$ cat config.mk
export PLATFORM = sky130hd
export DESIGN_NAME = first_fit_page_range_allocator_core
export DESIGN_NICKNAME = d
export VERILOG_FILES = /design/src/sv/ffpra_pkg.sv /design/src/sv/first_fit_page_range_allocator_core.sv /design/src/sv/ffpra_region_ram.sv /design/src/sv/ffpra_seq.sv
export SDC_FILE = /design/constraint.sdc
export NUM_CORES = 2
export LEC_CHECK = 0
export BUFFER_PORTS_ARGS = -buffer_cell sky130_fd_sc_hd__clkbuf_2
export CAP_MARGIN = 25
export CORE_ASPECT_RATIO = 1.4
export CORE_UTILIZATION = 50
export DETAILED_ROUTE_END_ITERATION = 6
export GPL_TIMING_DRIVEN = 0
export MAX_ROUTING_LAYER = met4
export PLACE_DENSITY = 0.66
export SYNTH_ARGS = -nofsm -noshare
export SYNTH_HDL_FRONTEND = slang
export SYNTH_SLANG_ARGS = --single-unit
$ cat constraint.sdc
create_clock -name clk -period 33.5 [get_ports clk]
set_input_delay 8.375 -clock clk [delete_from_list [all_inputs] [get_ports clk]]
set_output_delay 8.375 -clock clk [all_outputs]
set_load 0.01 [all_outputs]
$ cat src/sv/ffpra_pkg.sv
// ----------------------------------------------------------------------------
// First-fit page range allocator: shared package
// Request and result types, region table entry, status codes and the states
// of the request sequencer.
// ----------------------------------------------------------------------------
package ffpra_pkg;

    localparam int PAGE_W    = 36;
    localparam int CNT_W     = 20;
    // Wide enough for base + offset + count without wrapping.
    localparam int SUM_W     = PAGE_W + 2;
    localparam int CFG_IDX_W = 2;

    localparam logic [CFG_IDX_W-1:0] CFG_BASE_PAGE = 2'd0;
    localparam logic [CFG_IDX_W-1:0] CFG_END_PAGE  = 2'd1;

    typedef enum logic [0:0] {
        REQ_ALLOC = 1'b0,
        REQ_FREE  = 1'b1
    } req_kind_t;

    typedef enum logic [2:0] {
        ST_OK        = 3'd0,
        ST_MISMATCH  = 3'd1,
        ST_NOT_FOUND = 3'd2,
        ST_FULL      = 3'd3,
        ST_EXHAUSTED = 3'd4
    } status_t;

    typedef struct packed {
        req_kind_t          req_type;
        logic [CNT_W-1:0]   page_count;
        logic [PAGE_W-1:0]  start_page;
    } req_t;

    typedef struct packed {
        status_t            status;
        logic [PAGE_W-1:0]  region_page;
        logic [CNT_W-1:0]   region_count;
    } rsp_t;

    typedef struct packed {
        logic [PAGE_W-1:0]  start_page;
        logic [CNT_W-1:0]   page_count;
        logic               free_mark;
    } entry_t;

    typedef enum logic [2:0] {
        S_IDLE,
        S_SCAN,
        S_SHIFT,
        S_APP_REM,
        S_APP_USED,
        S_RESP
    } state_t;

    typedef struct packed {
        logic idle;
        logic res_valid;
    } seq_stat_t;

endpackage

$ cat src/sv/first_fit_page_range_allocator_core.sv
// ----------------------------------------------------------------------------
// First-fit page range allocator core
// Keeps an ordered table of page regions and serves allocate and free
// requests against it, first fit with split, bump allocation as fallback.
// ----------------------------------------------------------------------------
//
//  Channel   Direction  Handshake            Content
//  req       in         req_valid/req_stall  req_type, page_count, start_page
//  rsp       out        rsp_valid/rsp_stall  status, region_page, region_count
//  cfg       in         cfg_valid/cfg_ready  cfg_index, cfg_data
//
// One request is handled at a time. The scan reads the table memory one
// entry per cycle, over the used regions in the table. A split also moves
// each entry behind the removed one down one place through the same single
// read and write port, and then appends the remainder and the used region.
// Reset clears the region count and the bump offset; the table memory itself
// is not cleared, as only entries below the region count are ever read.
// A stalled result sits in the output register while the next request is
// taken; the sequencer only waits if that register is still occupied.
//
module first_fit_page_range_allocator_core #(
    parameter int TABLE_DEPTH = 64
) (
    input  logic                             clk,
    input  logic                             rst_n,
    input  logic                             req_valid,
    output logic                             req_stall,
    input  ffpra_pkg::req_t                  req,
    output logic                             rsp_valid,
    input  logic                             rsp_stall,
    output ffpra_pkg::rsp_t                  rsp,
    input  logic                             cfg_valid,
    output logic                             cfg_ready,
    input  logic [ffpra_pkg::CFG_IDX_W-1:0]  cfg_index,
    input  logic [ffpra_pkg::PAGE_W-1:0]     cfg_data
);

    // Table address width and the width of the region count, which must be
    // able to hold the depth itself.
    localparam int IDX_W = (TABLE_DEPTH > 1) ? $clog2(TABLE_DEPTH) : 1;
    localparam int UW    = $clog2(TABLE_DEPTH + 1);

    logic [ffpra_pkg::PAGE_W-1:0] base_reg, base_next;
    logic [ffpra_pkg::PAGE_W-1:0] end_reg, end_next;
    logic                         rsp_valid_reg, rsp_valid_next;
    ffpra_pkg::rsp_t              rsp_reg, rsp_next;

    ffpra_pkg::seq_stat_t stat;
    ffpra_pkg::rsp_t      seq_rsp;
    ffpra_pkg::entry_t    wdata, rdata;
    logic [IDX_W-1:0]     waddr, raddr;
    logic                 we, out_free, start;

    // The output register can take a new result when it is empty or its
    // current result leaves in this cycle.
    assign out_free  = !rsp_valid_reg || !rsp_stall;
    assign req_stall = !stat.idle;
    assign start     = req_valid && stat.idle;
    assign cfg_ready = 1'b1;

    ffpra_seq #(
        .TABLE_DEPTH (TABLE_DEPTH),
        .IDX_W       (IDX_W),
        .UW          (UW)
    ) u_seq (
        .clk       (clk),
        .rst_n     (rst_n),
        .start     (start),
        .req       (req),
        .base_page (base_reg),
        .end_page  (end_reg),
        .rsp_ready (out_free),
        .stat      (stat),
        .rsp       (seq_rsp),
        .we        (we),
        .waddr     (waddr),
        .wdata     (wdata),
        .raddr     (raddr),
        .rdata     (rdata)
    );

    ffpra_region_ram #(
        .DEPTH (TABLE_DEPTH),
        .AW    (IDX_W)
    ) u_ram (
        .clk   (clk),
        .we    (we),
        .waddr (waddr),
        .wdata (wdata),
        .raddr (raddr),
        .rdata (rdata)
    );

    // Configuration registers; writes to unknown indexes are dropped.
    always_comb
    begin
        base_next = base_reg;
        end_next  = end_reg;
        if (cfg_valid)
        begin
            case (cfg_index)
                ffpra_pkg::CFG_BASE_PAGE: base_next = cfg_data;
                ffpra_pkg::CFG_END_PAGE:  end_next  = cfg_data;
                default:                  base_next = base_reg;
            endcase
        end
    end

    // Output register.
    always_comb
    begin
        rsp_valid_next = rsp_valid_reg;
        rsp_next       = rsp_reg;
        if (stat.res_valid && out_free)
        begin
            rsp_valid_next = 1'b1;
            rsp_next       = seq_rsp;
        end
        else if (!rsp_stall)
        begin
            rsp_valid_next = 1'b0;
        end
    end

    always_ff @(posedge clk or negedge rst_n)
    begin
        if (!rst_n)
        begin
            base_reg      <= '0;
            end_reg       <= '1;
            rsp_valid_reg <= 1'b0;
        end
        else
        begin
            base_reg      <= base_next;
            end_reg       <= end_next;
            rsp_valid_reg <= rsp_valid_next;
        end
    end

    always_ff @(posedge clk)
    begin
        rsp_reg <= rsp_next;
    end

    assign rsp_valid = rsp_valid_reg;
    assign rsp       = rsp_reg;

`ifndef SYNTHESIS
    a_one_in_flight: assert property (@(posedge clk) disable iff (!rst_n)
        (req_valid && !req_stall) |=> req_stall)
        else $error("second request taken while one is in progress");

    a_result_kept: assert property (@(posedge clk) disable iff (!rst_n)
        (stat.res_valid && !out_free) |=> stat.res_valid)
        else $error("result dropped while output register was full");

    a_load_sets_valid: assert property (@(posedge clk) disable iff (!rst_n)
        (stat.res_valid && out_free) |=> rsp_valid)
        else $error("result not presented after load");
`endif

endmodule

$ cat src/sv/ffpra_region_ram.sv
// ----------------------------------------------------------------------------
// Region table memory
// One write port and one read port; read data is registered.
// ----------------------------------------------------------------------------
module ffpra_region_ram #(
    parameter int DEPTH = 64,
    parameter int AW    = 6
) (
    input  logic                clk,
    input  logic                we,
    input  logic [AW-1:0]       waddr,
    input  ffpra_pkg::entry_t   wdata,
    input  logic [AW-1:0]       raddr,
    output ffpra_pkg::entry_t   rdata
);

    ffpra_pkg::entry_t mem [DEPTH];

    always_ff @(posedge clk)
    begin
        if (we)
        begin
            mem[waddr] <= wdata;
        end
        rdata <= mem[raddr];
    end

endmodule

$ cat src/sv/ffpra_seq.sv
// ----------------------------------------------------------------------------
// Request sequencer
// Scans the region table in order, updates the matching entry, closes up the
// table on a split and appends new regions.
// ----------------------------------------------------------------------------
module ffpra_seq #(
    parameter int TABLE_DEPTH = 64,
    parameter int IDX_W       = 6,
    parameter int UW          = 7
) (
    input  logic                                clk,
    input  logic                                rst_n,
    input  logic                                start,
    input  ffpra_pkg::req_t                     req,
    input  logic [ffpra_pkg::PAGE_W-1:0]        base_page,
    input  logic [ffpra_pkg::PAGE_W-1:0]        end_page,
    input  logic                                rsp_ready,
    output ffpra_pkg::seq_stat_t                stat,
    output ffpra_pkg::rsp_t                     rsp,
    output logic                                we,
    output logic [IDX_W-1:0]                    waddr,
    output ffpra_pkg::entry_t                   wdata,
    output logic [IDX_W-1:0]                    raddr,
    input  ffpra_pkg::entry_t                   rdata
);

    ffpra_pkg::state_t  state_reg, state_next;
    ffpra_pkg::req_t    req_reg, req_next;
    ffpra_pkg::rsp_t    res_reg, res_next;
    logic [UW-1:0]      idx_reg, idx_next;
    logic [UW-1:0]      used_reg, used_next;
    logic [IDX_W-1:0]   chk_idx_reg, chk_idx_next;
    logic               chk_vld_reg, chk_vld_next;
    logic [ffpra_pkg::PAGE_W-1:0] bump_reg, bump_next;
    logic [ffpra_pkg::PAGE_W-1:0] s_reg, s_next;
    logic [ffpra_pkg::CNT_W-1:0]  c_reg, c_next;

    logic                         is_alloc, cnt_eq, cnt_lt, hit, more, scan_end;
    logic                         table_full, exhausted, rd_en;
    logic [ffpra_pkg::SUM_W-1:0]  bump_page, bump_end, bump_sum;
    logic [UW-1:0]                used_m1;
    logic [IDX_W-1:0]             chk_m1;

    assign is_alloc   = req_reg.req_type == ffpra_pkg::REQ_ALLOC;
    assign cnt_eq     = rdata.page_count == req_reg.page_count;
    assign cnt_lt     = rdata.page_count < req_reg.page_count;
    assign hit        = chk_vld_reg && (is_alloc ? (rdata.free_mark && !cnt_lt)
                                                 : (rdata.start_page == req_reg.start_page));
    assign more       = idx_reg < used_reg;
    assign scan_end   = !chk_vld_reg && !more;
    assign table_full = used_reg == UW'(TABLE_DEPTH);
    assign bump_page  = ffpra_pkg::SUM_W'(base_page) + ffpra_pkg::SUM_W'(bump_reg);
    assign bump_end   = bump_page + ffpra_pkg::SUM_W'(req_reg.page_count);
    assign bump_sum   = ffpra_pkg::SUM_W'(bump_reg) + ffpra_pkg::SUM_W'(req_reg.page_count);
    assign exhausted  = !(bump_end < ffpra_pkg::SUM_W'(end_page));
    assign used_m1    = used_reg - UW'(1);
    assign chk_m1     = chk_idx_reg - IDX_W'(1);

    // Next state.
    always_comb
    begin
        state_next = state_reg;
        case (state_reg)
            ffpra_pkg::S_IDLE:
            begin
                if (start)
                begin
                    state_next = ffpra_pkg::S_SCAN;
                end
            end
            ffpra_pkg::S_SCAN:
            begin
                if (hit)
                begin
                    if (is_alloc && !cnt_eq && !table_full)
                    begin
                        state_next = ffpra_pkg::S_SHIFT;
                    end
                    else
                    begin
                        state_next = ffpra_pkg::S_RESP;
                    end
                end
                else if (scan_end)
                begin
                    state_next = ffpra_pkg::S_RESP;
                end
            end
            ffpra_pkg::S_SHIFT:
            begin
                if (scan_end)
                begin
                    state_next = ffpra_pkg::S_APP_REM;
                end
            end
            ffpra_pkg::S_APP_REM:  state_next = ffpra_pkg::S_APP_USED;
            ffpra_pkg::S_APP_USED: state_next = ffpra_pkg::S_RESP;
            ffpra_pkg::S_RESP:
            begin
                if (rsp_ready)
                begin
                    state_next = ffpra_pkg::S_IDLE;
                end
            end
            default: state_next = ffpra_pkg::S_IDLE;
        endcase
    end

    // Datapath and memory port control.
    always_comb
    begin
        req_next     = req_reg;
        res_next     = res_reg;
        idx_next     = idx_reg;
        used_next    = used_reg;
        chk_idx_next = chk_idx_reg;
        chk_vld_next = 1'b0;
        bump_next    = bump_reg;
        s_next       = s_reg;
        c_next       = c_reg;
        we           = 1'b0;
        waddr        = chk_idx_reg;
        wdata        = rdata;
        raddr        = idx_reg[IDX_W-1:0];
        rd_en        = 1'b0;
        case (state_reg)
            ffpra_pkg::S_IDLE:
            begin
                if (start)
                begin
                    req_next = req;
                    idx_next = '0;
                end
            end
            ffpra_pkg::S_SCAN:
            begin
                rd_en        = more && !hit;
                chk_vld_next = rd_en;
                chk_idx_next = idx_reg[IDX_W-1:0];
                if (rd_en)
                begin
                    idx_next = idx_reg + UW'(1);
                end
                res_next = '{ffpra_pkg::ST_OK, rdata.start_page, req_reg.page_count};
                if (hit)
                begin
                    if (is_alloc)
                    begin
                        if (cnt_eq)
                        begin
                            we    = 1'b1;
                            wdata = '{rdata.start_page, rdata.page_count, 1'b0};
                        end
                        else if (table_full)
                        begin
                            res_next = '{ffpra_pkg::ST_FULL, '0, '0};
                        end
                        else
                        begin
                            // Remove this entry: close up from the next one on.
                            s_next       = rdata.start_page;
                            c_next       = rdata.page_count;
                            idx_next     = UW'(chk_idx_reg) + UW'(1);
                            chk_vld_next = 1'b0;
                        end
                    end
                    else if (!cnt_eq)
                    begin
                        res_next = '{ffpra_pkg::ST_MISMATCH, '0, '0};
                    end
                    else
                    begin
                        we    = 1'b1;
                        wdata = '{rdata.start_page, rdata.page_count, 1'b1};
                    end
                end
                else if (scan_end)
                begin
                    if (!is_alloc)
                    begin
                        res_next = '{ffpra_pkg::ST_NOT_FOUND, '0, '0};
                    end
                    else if (table_full)
                    begin
                        res_next = '{ffpra_pkg::ST_FULL, '0, '0};
                    end
                    else if (exhausted)
                    begin
                        res_next = '{ffpra_pkg::ST_EXHAUSTED, '0, '0};
                    end
                    else
                    begin
                        we        = 1'b1;
                        waddr     = used_reg[IDX_W-1:0];
                        wdata     = '{bump_page[ffpra_pkg::PAGE_W-1:0],
                                      req_reg.page_count, 1'b0};
                        used_next = used_reg + UW'(1);
                        bump_next = bump_sum[ffpra_pkg::PAGE_W-1:0];
                        res_next  = '{ffpra_pkg::ST_OK, bump_page[ffpra_pkg::PAGE_W-1:0],
                                      req_reg.page_count};
                    end
                end
            end
            ffpra_pkg::S_SHIFT:
            begin
                rd_en        = more;
                chk_vld_next = rd_en;
                chk_idx_next = idx_reg[IDX_W-1:0];
                if (rd_en)
                begin
                    idx_next = idx_reg + UW'(1);
                end
                if (chk_vld_reg)
                begin
                    we    = 1'b1;
                    waddr = chk_m1;
                    wdata = rdata;
                end
            end
            ffpra_pkg::S_APP_REM:
            begin
                we    = 1'b1;
                waddr = used_m1[IDX_W-1:0];
                wdata = '{s_reg + ffpra_pkg::PAGE_W'(req_reg.page_count),
                          c_reg - req_reg.page_count, 1'b1};
            end
            ffpra_pkg::S_APP_USED:
            begin
                we        = 1'b1;
                waddr     = used_reg[IDX_W-1:0];
                wdata     = '{s_reg, req_reg.page_count, 1'b0};
                used_next = used_reg + UW'(1);
                res_next  = '{ffpra_pkg::ST_OK, s_reg, req_reg.page_count};
            end
            default:
            begin
                rd_en = 1'b0;
            end
        endcase
    end

    always_ff @(posedge clk or negedge rst_n)
    begin
        if (!rst_n)
        begin
            state_reg   <= ffpra_pkg::S_IDLE;
            used_reg    <= '0;
            bump_reg    <= '0;
            chk_vld_reg <= 1'b0;
            idx_reg     <= '0;
        end
        else
        begin
            state_reg   <= state_next;
            used_reg    <= used_next;
            bump_reg    <= bump_next;
            chk_vld_reg <= chk_vld_next;
            idx_reg     <= idx_next;
        end
    end

    always_ff @(posedge clk)
    begin
        req_reg     <= req_next;
        res_reg     <= res_next;
        chk_idx_reg <= chk_idx_next;
        s_reg       <= s_next;
        c_reg       <= c_next;
    end

    assign stat.idle      = state_reg == ffpra_pkg::S_IDLE;
    assign stat.res_valid = state_reg == ffpra_pkg::S_RESP;
    assign rsp            = res_reg;

`ifndef SYNTHESIS
    a_used_bound: assert property (@(posedge clk) disable iff (!rst_n)
        used_reg <= UW'(TABLE_DEPTH))
        else $error("region count exceeds table depth");

    a_used_grows: assert property (@(posedge clk) disable iff (!rst_n)
        used_reg != $past(used_reg) |-> used_reg == $past(used_reg) + UW'(1))
        else $error("region count changed by other than one");

    a_err_zero: assert property (@(posedge clk) disable iff (!rst_n)
        (state_reg == ffpra_pkg::S_RESP && res_reg.status != ffpra_pkg::ST_OK)
        |-> (res_reg.region_page == '0 && res_reg.region_count == '0))
        else $error("failed request carries a region");

    a_scan_bound: assert property (@(posedge clk) disable iff (!rst_n)
        (state_reg == ffpra_pkg::S_SCAN || state_reg == ffpra_pkg::S_SHIFT)
        |-> idx_reg <= used_reg)
        else $error("scan ran past the last region");
`endif

endmodule
Word level (Yosys, flattened, before mapping)
Memory sizes are Yosys's and may differ from the RTL's. A register that Yosys moved wholly into a read port is not among the register bits.
Cells that the tools add are included.
Widths: inputs -> output; s select.
{"block": "word_totals", "out_inout_bits": 62, "rom_bits": 0, "register_bits": 364, "memories": 1, "in_bits": 100, "ramBits": 3648, "wordCells": 155, "latch_bits": 0}
{"memory": "u_ram.mem", "words": 64, "width": 57, "rd": 1, "rd_clocked_by_memory_dff": 1, "wr": 1, "line": "ffpra_region_ram.sv:17", "source": "ffpra_pkg::entry_t mem [DEPTH];"}
{"block": "classes", "n_lt_le_gt_ge": 3, "mux": 65, "n_addsub": 10, "n_shift": 0, "div": 0, "n_eq_ne": 20, "n_mul": 0, "n_reduce_logical": 32, "n_bitwise": 4}
{"op": "$mux 59", "n": 6}
{"op": "$mux 57", "n": 6}
{"op": "$pmux 57 s3", "n": 1}
{"op": "$pmux 59 s2", "n": 1}
{"op": "$mux 58", "n": 2}
{"op": "$mux 7", "n": 12}
{"op": "$add 36x20->36", "n": 2}
{"op": "$add 38x20->38", "n": 1}
{"op": "$lt 38x36->1", "n": 1}
{"op": "$add 36x36->37", "n": 1}
{"op": "$eq 36x36->1", "n": 1}
{"op": "$mux 6", "n": 6}
{"op": "$pmux 6 s4", "n": 1}
{"op": "$pmux 7 s3", "n": 1}
{"op": "$eq 20x20->1", "n": 1}
{"op": "$lt 20x20->1", "n": 1}
{"op": "$sub 20x20->20", "n": 1}
{"op": "$mux 1", "n": 19}
{"op": "$mux 3", "n": 6}
{"op": "$pmux 3 s6", "n": 1}
{"op": "$add 7x1->7 const B", "n": 2}
{"op": "$ne 2x1->1 const B", "n": 7}
{"op": "$pmux 7 s2", "n": 1}
{"op": "$reduce_and 6->1", "n": 2}
{"op": "other kinds (25)", "n": 51}

Longest topological paths before layout
{"block": "logic_depth", "ltp_word": 13, "mapped_depth": 35}

Modules after synthesis
Synthesis repeated with hierarchy kept, for this count alone.
{"block": "hier_totals", "cells_unflattened": 8230, "area_unflattened_um2": 163431.7}
{"mod": "ffpra_region_ram", "instances": 1, "seq_area_each_um2": 110686.2, "area_each_um2": 139412.5, "cells_per_inst": 5844}
{"mod": "ffpra_seq", "instances": 1, "seq_area_each_um2": 6696.4, "area_each_um2": 19278.5, "cells_per_inst": 2165}
{"mod": "first_fit_page_range_allocator_core", "instances": 1, "seq_area_each_um2": 3643.5, "area_each_um2": 4740.8, "cells_per_inst": 221}

Least setup slack after synthesis
No wires, ideal clock.
{"block": "synth_timing", "path_type": "input -> register", "startpoint": "in rsp_stall", "endpoint": "reg rsp_reg (netlist bit rsp[0]) (enable)", "cell_stages": 1, "slack_ps": 21737, "arrival_time_ps": 11267, "cell_sequence": "a21oi_1"}
{"block": "synth_between", "elab_chain_cells": 3}
{"element": "start, declared", "line": "first_fit_page_range_allocator_core.sv:30", "source": "input logic rsp_stall,"}
{"element": "$logic_not 1->1"}
{"element": "$logic_or 1x1->1", "line": "first_fit_page_range_allocator_core.sv:56", "source": "assign out_free = !rsp_valid_reg || !rsp_stall;"}
{"element": "$logic_and 1x1->1", "line": "first_fit_page_range_allocator_core.sv:114", "source": "if (stat.res_valid && out_free)"}
{"element": "end signal, assigned", "line": "first_fit_page_range_allocator_core.sv:143", "source": "rsp_reg <= rsp_next;"}
{"element": "end, declared", "line": "first_fit_page_range_allocator_core.sv:46", "source": "ffpra_pkg::rsp_t rsp_reg, rsp_next;"}
No other way between the ends.
A chain may end at the register's enable or synchronous reset.

Worst setup path in the final report
{"block": "layout_timing", "startpoint": "reg base_reg[0] (netlist name)", "endpoint": "mem u_ram.mem[29][30] (netlist name) (enable)"}
{"block": "layout_between", "elab_chain_cells": 11}
{"element": "start, declared", "line": "first_fit_page_range_allocator_core.sv:43", "source": "logic [ffpra_pkg::PAGE_W-1:0] base_reg, base_next;"}
{"element": "start signal, assigned", "line": "first_fit_page_range_allocator_core.sv:135", "source": "base_reg <= base_next;"}
{"element": "$add 36x36->37 *", "line": "ffpra_seq.sv:52", "source": "assign bump_page = ffpra_pkg::SUM_W'(base_page) + ffpra_pkg::SUM_W'(bump_reg);"}
{"element": "$add 38x20->38 *", "line": "ffpra_seq.sv:53", "source": "assign bump_end = bump_page + ffpra_pkg::SUM_W'(req_reg.page_count);"}
{"element": "$lt 38x36->1 *", "line": "ffpra_seq.sv:55", "source": "assign exhausted = !(bump_end < ffpra_pkg::SUM_W'(end_page));"}
{"element": "$mux 1", "line": "ffpra_seq.sv:187", "source": "else if (exhausted)"}
{"element": "$mux 1", "line": "ffpra_seq.sv:183", "source": "else if (table_full)"}
{"element": "$mux 1", "line": "ffpra_seq.sv:179", "source": "if (!is_alloc)"}
{"element": "$mux 1", "line": "ffpra_seq.sv:177", "source": "else if (scan_end)"}
{"element": "$mux 1", "line": "ffpra_seq.sv:145", "source": "if (hit)"}
{"element": "$pmux 1 s3", "line": "ffpra_seq.sv:126", "source": "case (state_reg)"}
{"element": "$mux 1", "line": "ffpra_region_ram.sv:21", "source": "if (we)"}
{"element": "$mux 1 (not written as such)", "line": "ffpra_region_ram.sv:23", "source": "mem[waddr] <= wdata;"}
{"element": "end, declared", "line": "ffpra_region_ram.sv:17"}
Every way passes the cells marked *; elsewhere a longest branch is shown, timed or not.

==> results.json <==
{
  "status": "completed",
  "synth_ff_type": "edfxtp_1",
  "post-route-util_pct": 58.68,
  "die_area_um2": 327500,
  "synthDistinctLibCells": 107,
  "grt_pass1_wl_um": 676200,
  "synth_adder_area_share_pct": 1.478,
  "clk_pin_slew_ns": 0.07,
  "grt_max_degree": 78,
  "grt_pass1_vias": 85960,
  "yosysSeqAreaShare_pct": 74.44,
  "cts_hold_buf": 0,
  "syn_inst": 7583,
  "synth-async-reset-ratio_pct": 3.121,
  "min_to": "rsp[58]",
  "rows": 247,
  "synth_xor_area_share_pct": 0.9889,
  "syn_area_um2": 162600,
  "die_x_um": 483.9,
  "p_int_mw": 11.90,
  "period_share_pct": 37.86,
  "cts-root-buf": "clkbuf_16",
  "max_clock_freq_mhz": 78.84,
  "combPwrFrac_pct": 35.0,
  "cap_violations": 0,
  "dpl.cell_count": 12460,
  "rsz0062_at_grt": "no",
  "nets": 8913,
  "vias": 84520,
  "synth_top_area_share_pct": 71.76,
  "worst_slack_ns": 20.82,
  "ff2ff_path_depth": 39,
  "yosys-mux-area-fraction_pct": 17.16,
  "cp_data_required_time_ns": 34.12,
  "stdcell_count": 13200,
  "critical_path_class": "flop to flop",
  "cts_tree": "built",
  "cts_resized": 0,
  "avgSynthCellArea_um2": 21.44,
  "r2r-start": "base_reg[0]",
  "fin_skew_ns": 0.05289,
  "ys_ff_latch": 4069,
  "syn_nets": 7872,
  "rrSetupSlack_ns": 20.82,
  "hold_violations": 0,
  "cp-start-kind": "flop",
  "cp-end-kind": "flop",
  "holdCritPathClass": "flop to flop",
  "coreArea_um2": 323300,
  "seqCellArea_um2": 121000,
  "ir_drop_v": 0.0001035,
  "worstPathArrival_ns": 13.30,
  "antenna_found_initial": 41,
  "yosys.area_share.simple_pct": 2.060,
  "place_congestion": 1.005,
  "worstReg2RegEnd": "u_ram.mem[29][30]",
  "numCtsBuffers": 372,
  "clkPwrFrac_pct": 23.0,
  "cts_buffer_depth": 4,
  "fill_cells": 22750,
  "dieHeight_um": 676.7,
  "clock_sinks": 4069,
  "critPathMaxFanout": 10,
  "pin_count": 162,
  "drtAntennaViolNets": 0,
  "h-tree-depth": 5,
  "synth_top_cell_by_area": "edfxtp_1",
  "wl_per_cell_um": 37.38,
  "power_switching_mw": 6.317,
  "worstSkewPairLatency_ns": 0.94,
  "cpMostUsedCell": "buf_6",
  "worst_pin_slew_ns": 1.212,
  "power_mw": 18.21,
  "power.density_nw_per_um2": 96.01,
  "port_buffers": 160,
  "min_period_ns": 12.68,
  "place_hpwl_um": 366300,
  "drt_iter0_markers": 10460,
  "area_delta_synth_final_pct": 16.67,
  "fin_tns_setup_ns": 0,
  "first_pass_iters": 6,
  "track_usage_pct": 31.03,
  "start_util_pct": 50.29,
  "wirelength_um": 493400,
  "synth_edf_count": 3885,
  "largest_reg_flops": 3648,
  "drive_gt1_share_pct": 30.61,
  "cpPeakStageDelay_ns": 0.79,
  "synth_compound_area_share_pct": 2.764,
  "slew_viol_final": 0,
  "worstHoldStart": "u_seq.rsp[58]",
  "leakage_nw": 60.34,
  "synth_top_family_by_area": "multiplexers",
  "finalSetupViolCount": 0,
  "seqPwrFrac_pct": 42.0,
  "yosysWarnings": 0,
  "min_path_cells": 0,
  "cp_slowest_cell": "nor3_2",
  "post_cts_buffers": 0,
  "drc": 0,
  "multi_input_area_um2": 40530,
  "dpl_worst_slack_ns": 20.85,
  "vias_per_cell": 6.404,
  "maxSlewHeadroom_pct": 19.18,
  "synth_area_leaders": "edfxtp_1 (72%), mux4_2 (17%), ha_1 (1.4%), dfrtp_1 (1.4%), dfxtp_1 (0.70%)",
  "grt-ovfl-total": 0,
  "sw_frac_of_total_pct": 34.69
}
==> cells in the mapped netlist, types with 7 or more instances <==
cell and instances:
a211oi_1 14, a21boi_0 7, a21o_1 61, a21oi_1 208
a221o_1 9, a221oi_1 35, a31oi_1 14, and2_1 8
and3_1 23, buf_1 68, buf_2 9, clkbuf_1 277
dfrtp_1 91, dfstp_2 36, dfxtp_1 57, edfxtp_1 3885
ha_1 184, inv_1 112, mux2_2 75, mux2i_1 7
mux4_2 1197, nand2_1 157, nand2b_1 20, nand3_1 43
nand4_1 38, nor2_1 262, nor2b_1 24, nor3_1 52
nor4_1 11, o211ai_1 13, o21a_1 40, o21ai_0 163
o21ai_1 7, o21bai_1 10, o22a_1 15, o22ai_1 19
o31a_1 8, o31ai_1 9, or2_2 10, or3_1 9
xnor2_1 116, xor2_1 62
==> stage by stage <==
stage,hold WS (ns),cell area (um2)
floorplan,0.4003,162600
global route,0.4237,189700
finish,0.4190,189700
CTS,0.4198,189200
global placement,0.4070,168700
detailed placement,0.4045,177500
==> power by group through the flow <==
stage	Sequential, mW	Clock [mW]	Combinational [mW]
floorplan	7.72	0	3.32
global placement	8.01	0	5.32
detailed placement	7.74	0	6.28
CTS	7.63	4.23	6.29
global route	7.66	4.40	6.66
finish	7.65	4.19	6.38
==> cell usage in the layout (no fill, tap or decap), drive strengths merged, types with 48 or more instances in the layout <==
cell	n
edfxtp	3885
mux4	1197
xnor2	118
dfxtp	57
clkbuf	891
a21o	61
buf	588
nand2	159
mux2	77
dfrtp	91
a21oi	209
ha	184
nand3	48
nor3	56
inv	130
nor2	263
clkinv	163
o21ai	171
xor2	63
==> worst max-delay path, delay by kind of cell (launching register included) <==
kind                     cells  cell delay (ns)
AO/OA/AOI/OAI               14             4.57
adder cells (fa/ha/maj)      4             1.38
XOR/XNOR                     2             0.66
AND/OR/NAND/NOR              9             2.96
multiplexers                 1             0.17
buffers and inverters        9             2.21
flip-flops                   1             0.39
==> cell families after synthesis <==
group,after synthesis
flip-flops,4069
adder cells (fa/ha/maj),189
buffers and inverters,470
multiplexers,1281
AO/OA/AOI/OAI,695
other,1
XOR/XNOR,181
AND/OR/NAND/NOR,697
==> per-layer routing <==
metal / share of wire [%] / track usage [%]
met4: 7.2 / 18.67
met3: 8.1 / 5.405
met1: 32 / 33.75
met5: 0 / -
met2: 52 / 53.10
==> layout make-up <==
cell class              instances  share of cell area, %
clock buffers                 454                  5.173
well taps                    4233                  2.792
plain buffers                 358                 0.7467
flip-flops and latches       4069                  63.80
clock inverters               223                  1.019
inverters                     112                 0.2229
diodes                         39                0.05145
repair buffers                667                  4.828
multi-input cells            3044                  21.37
==> worst max-delay path by stage <==
stage                      startpoint           endpoint
final                     base_reg[0]  u_ram.mem[29][30]
after global routing      base_reg[0]  u_ram.mem[29][30]
after CTS                 base_reg[0]   u_ram.mem[7][27]
after detailed placement  base_reg[0]   u_ram.mem[7][29]
after global placement    base_reg[0]  u_ram.mem[49][24]
after floorplan             rsp_stall             rsp[0]
(Power assumes the default switching activity.)
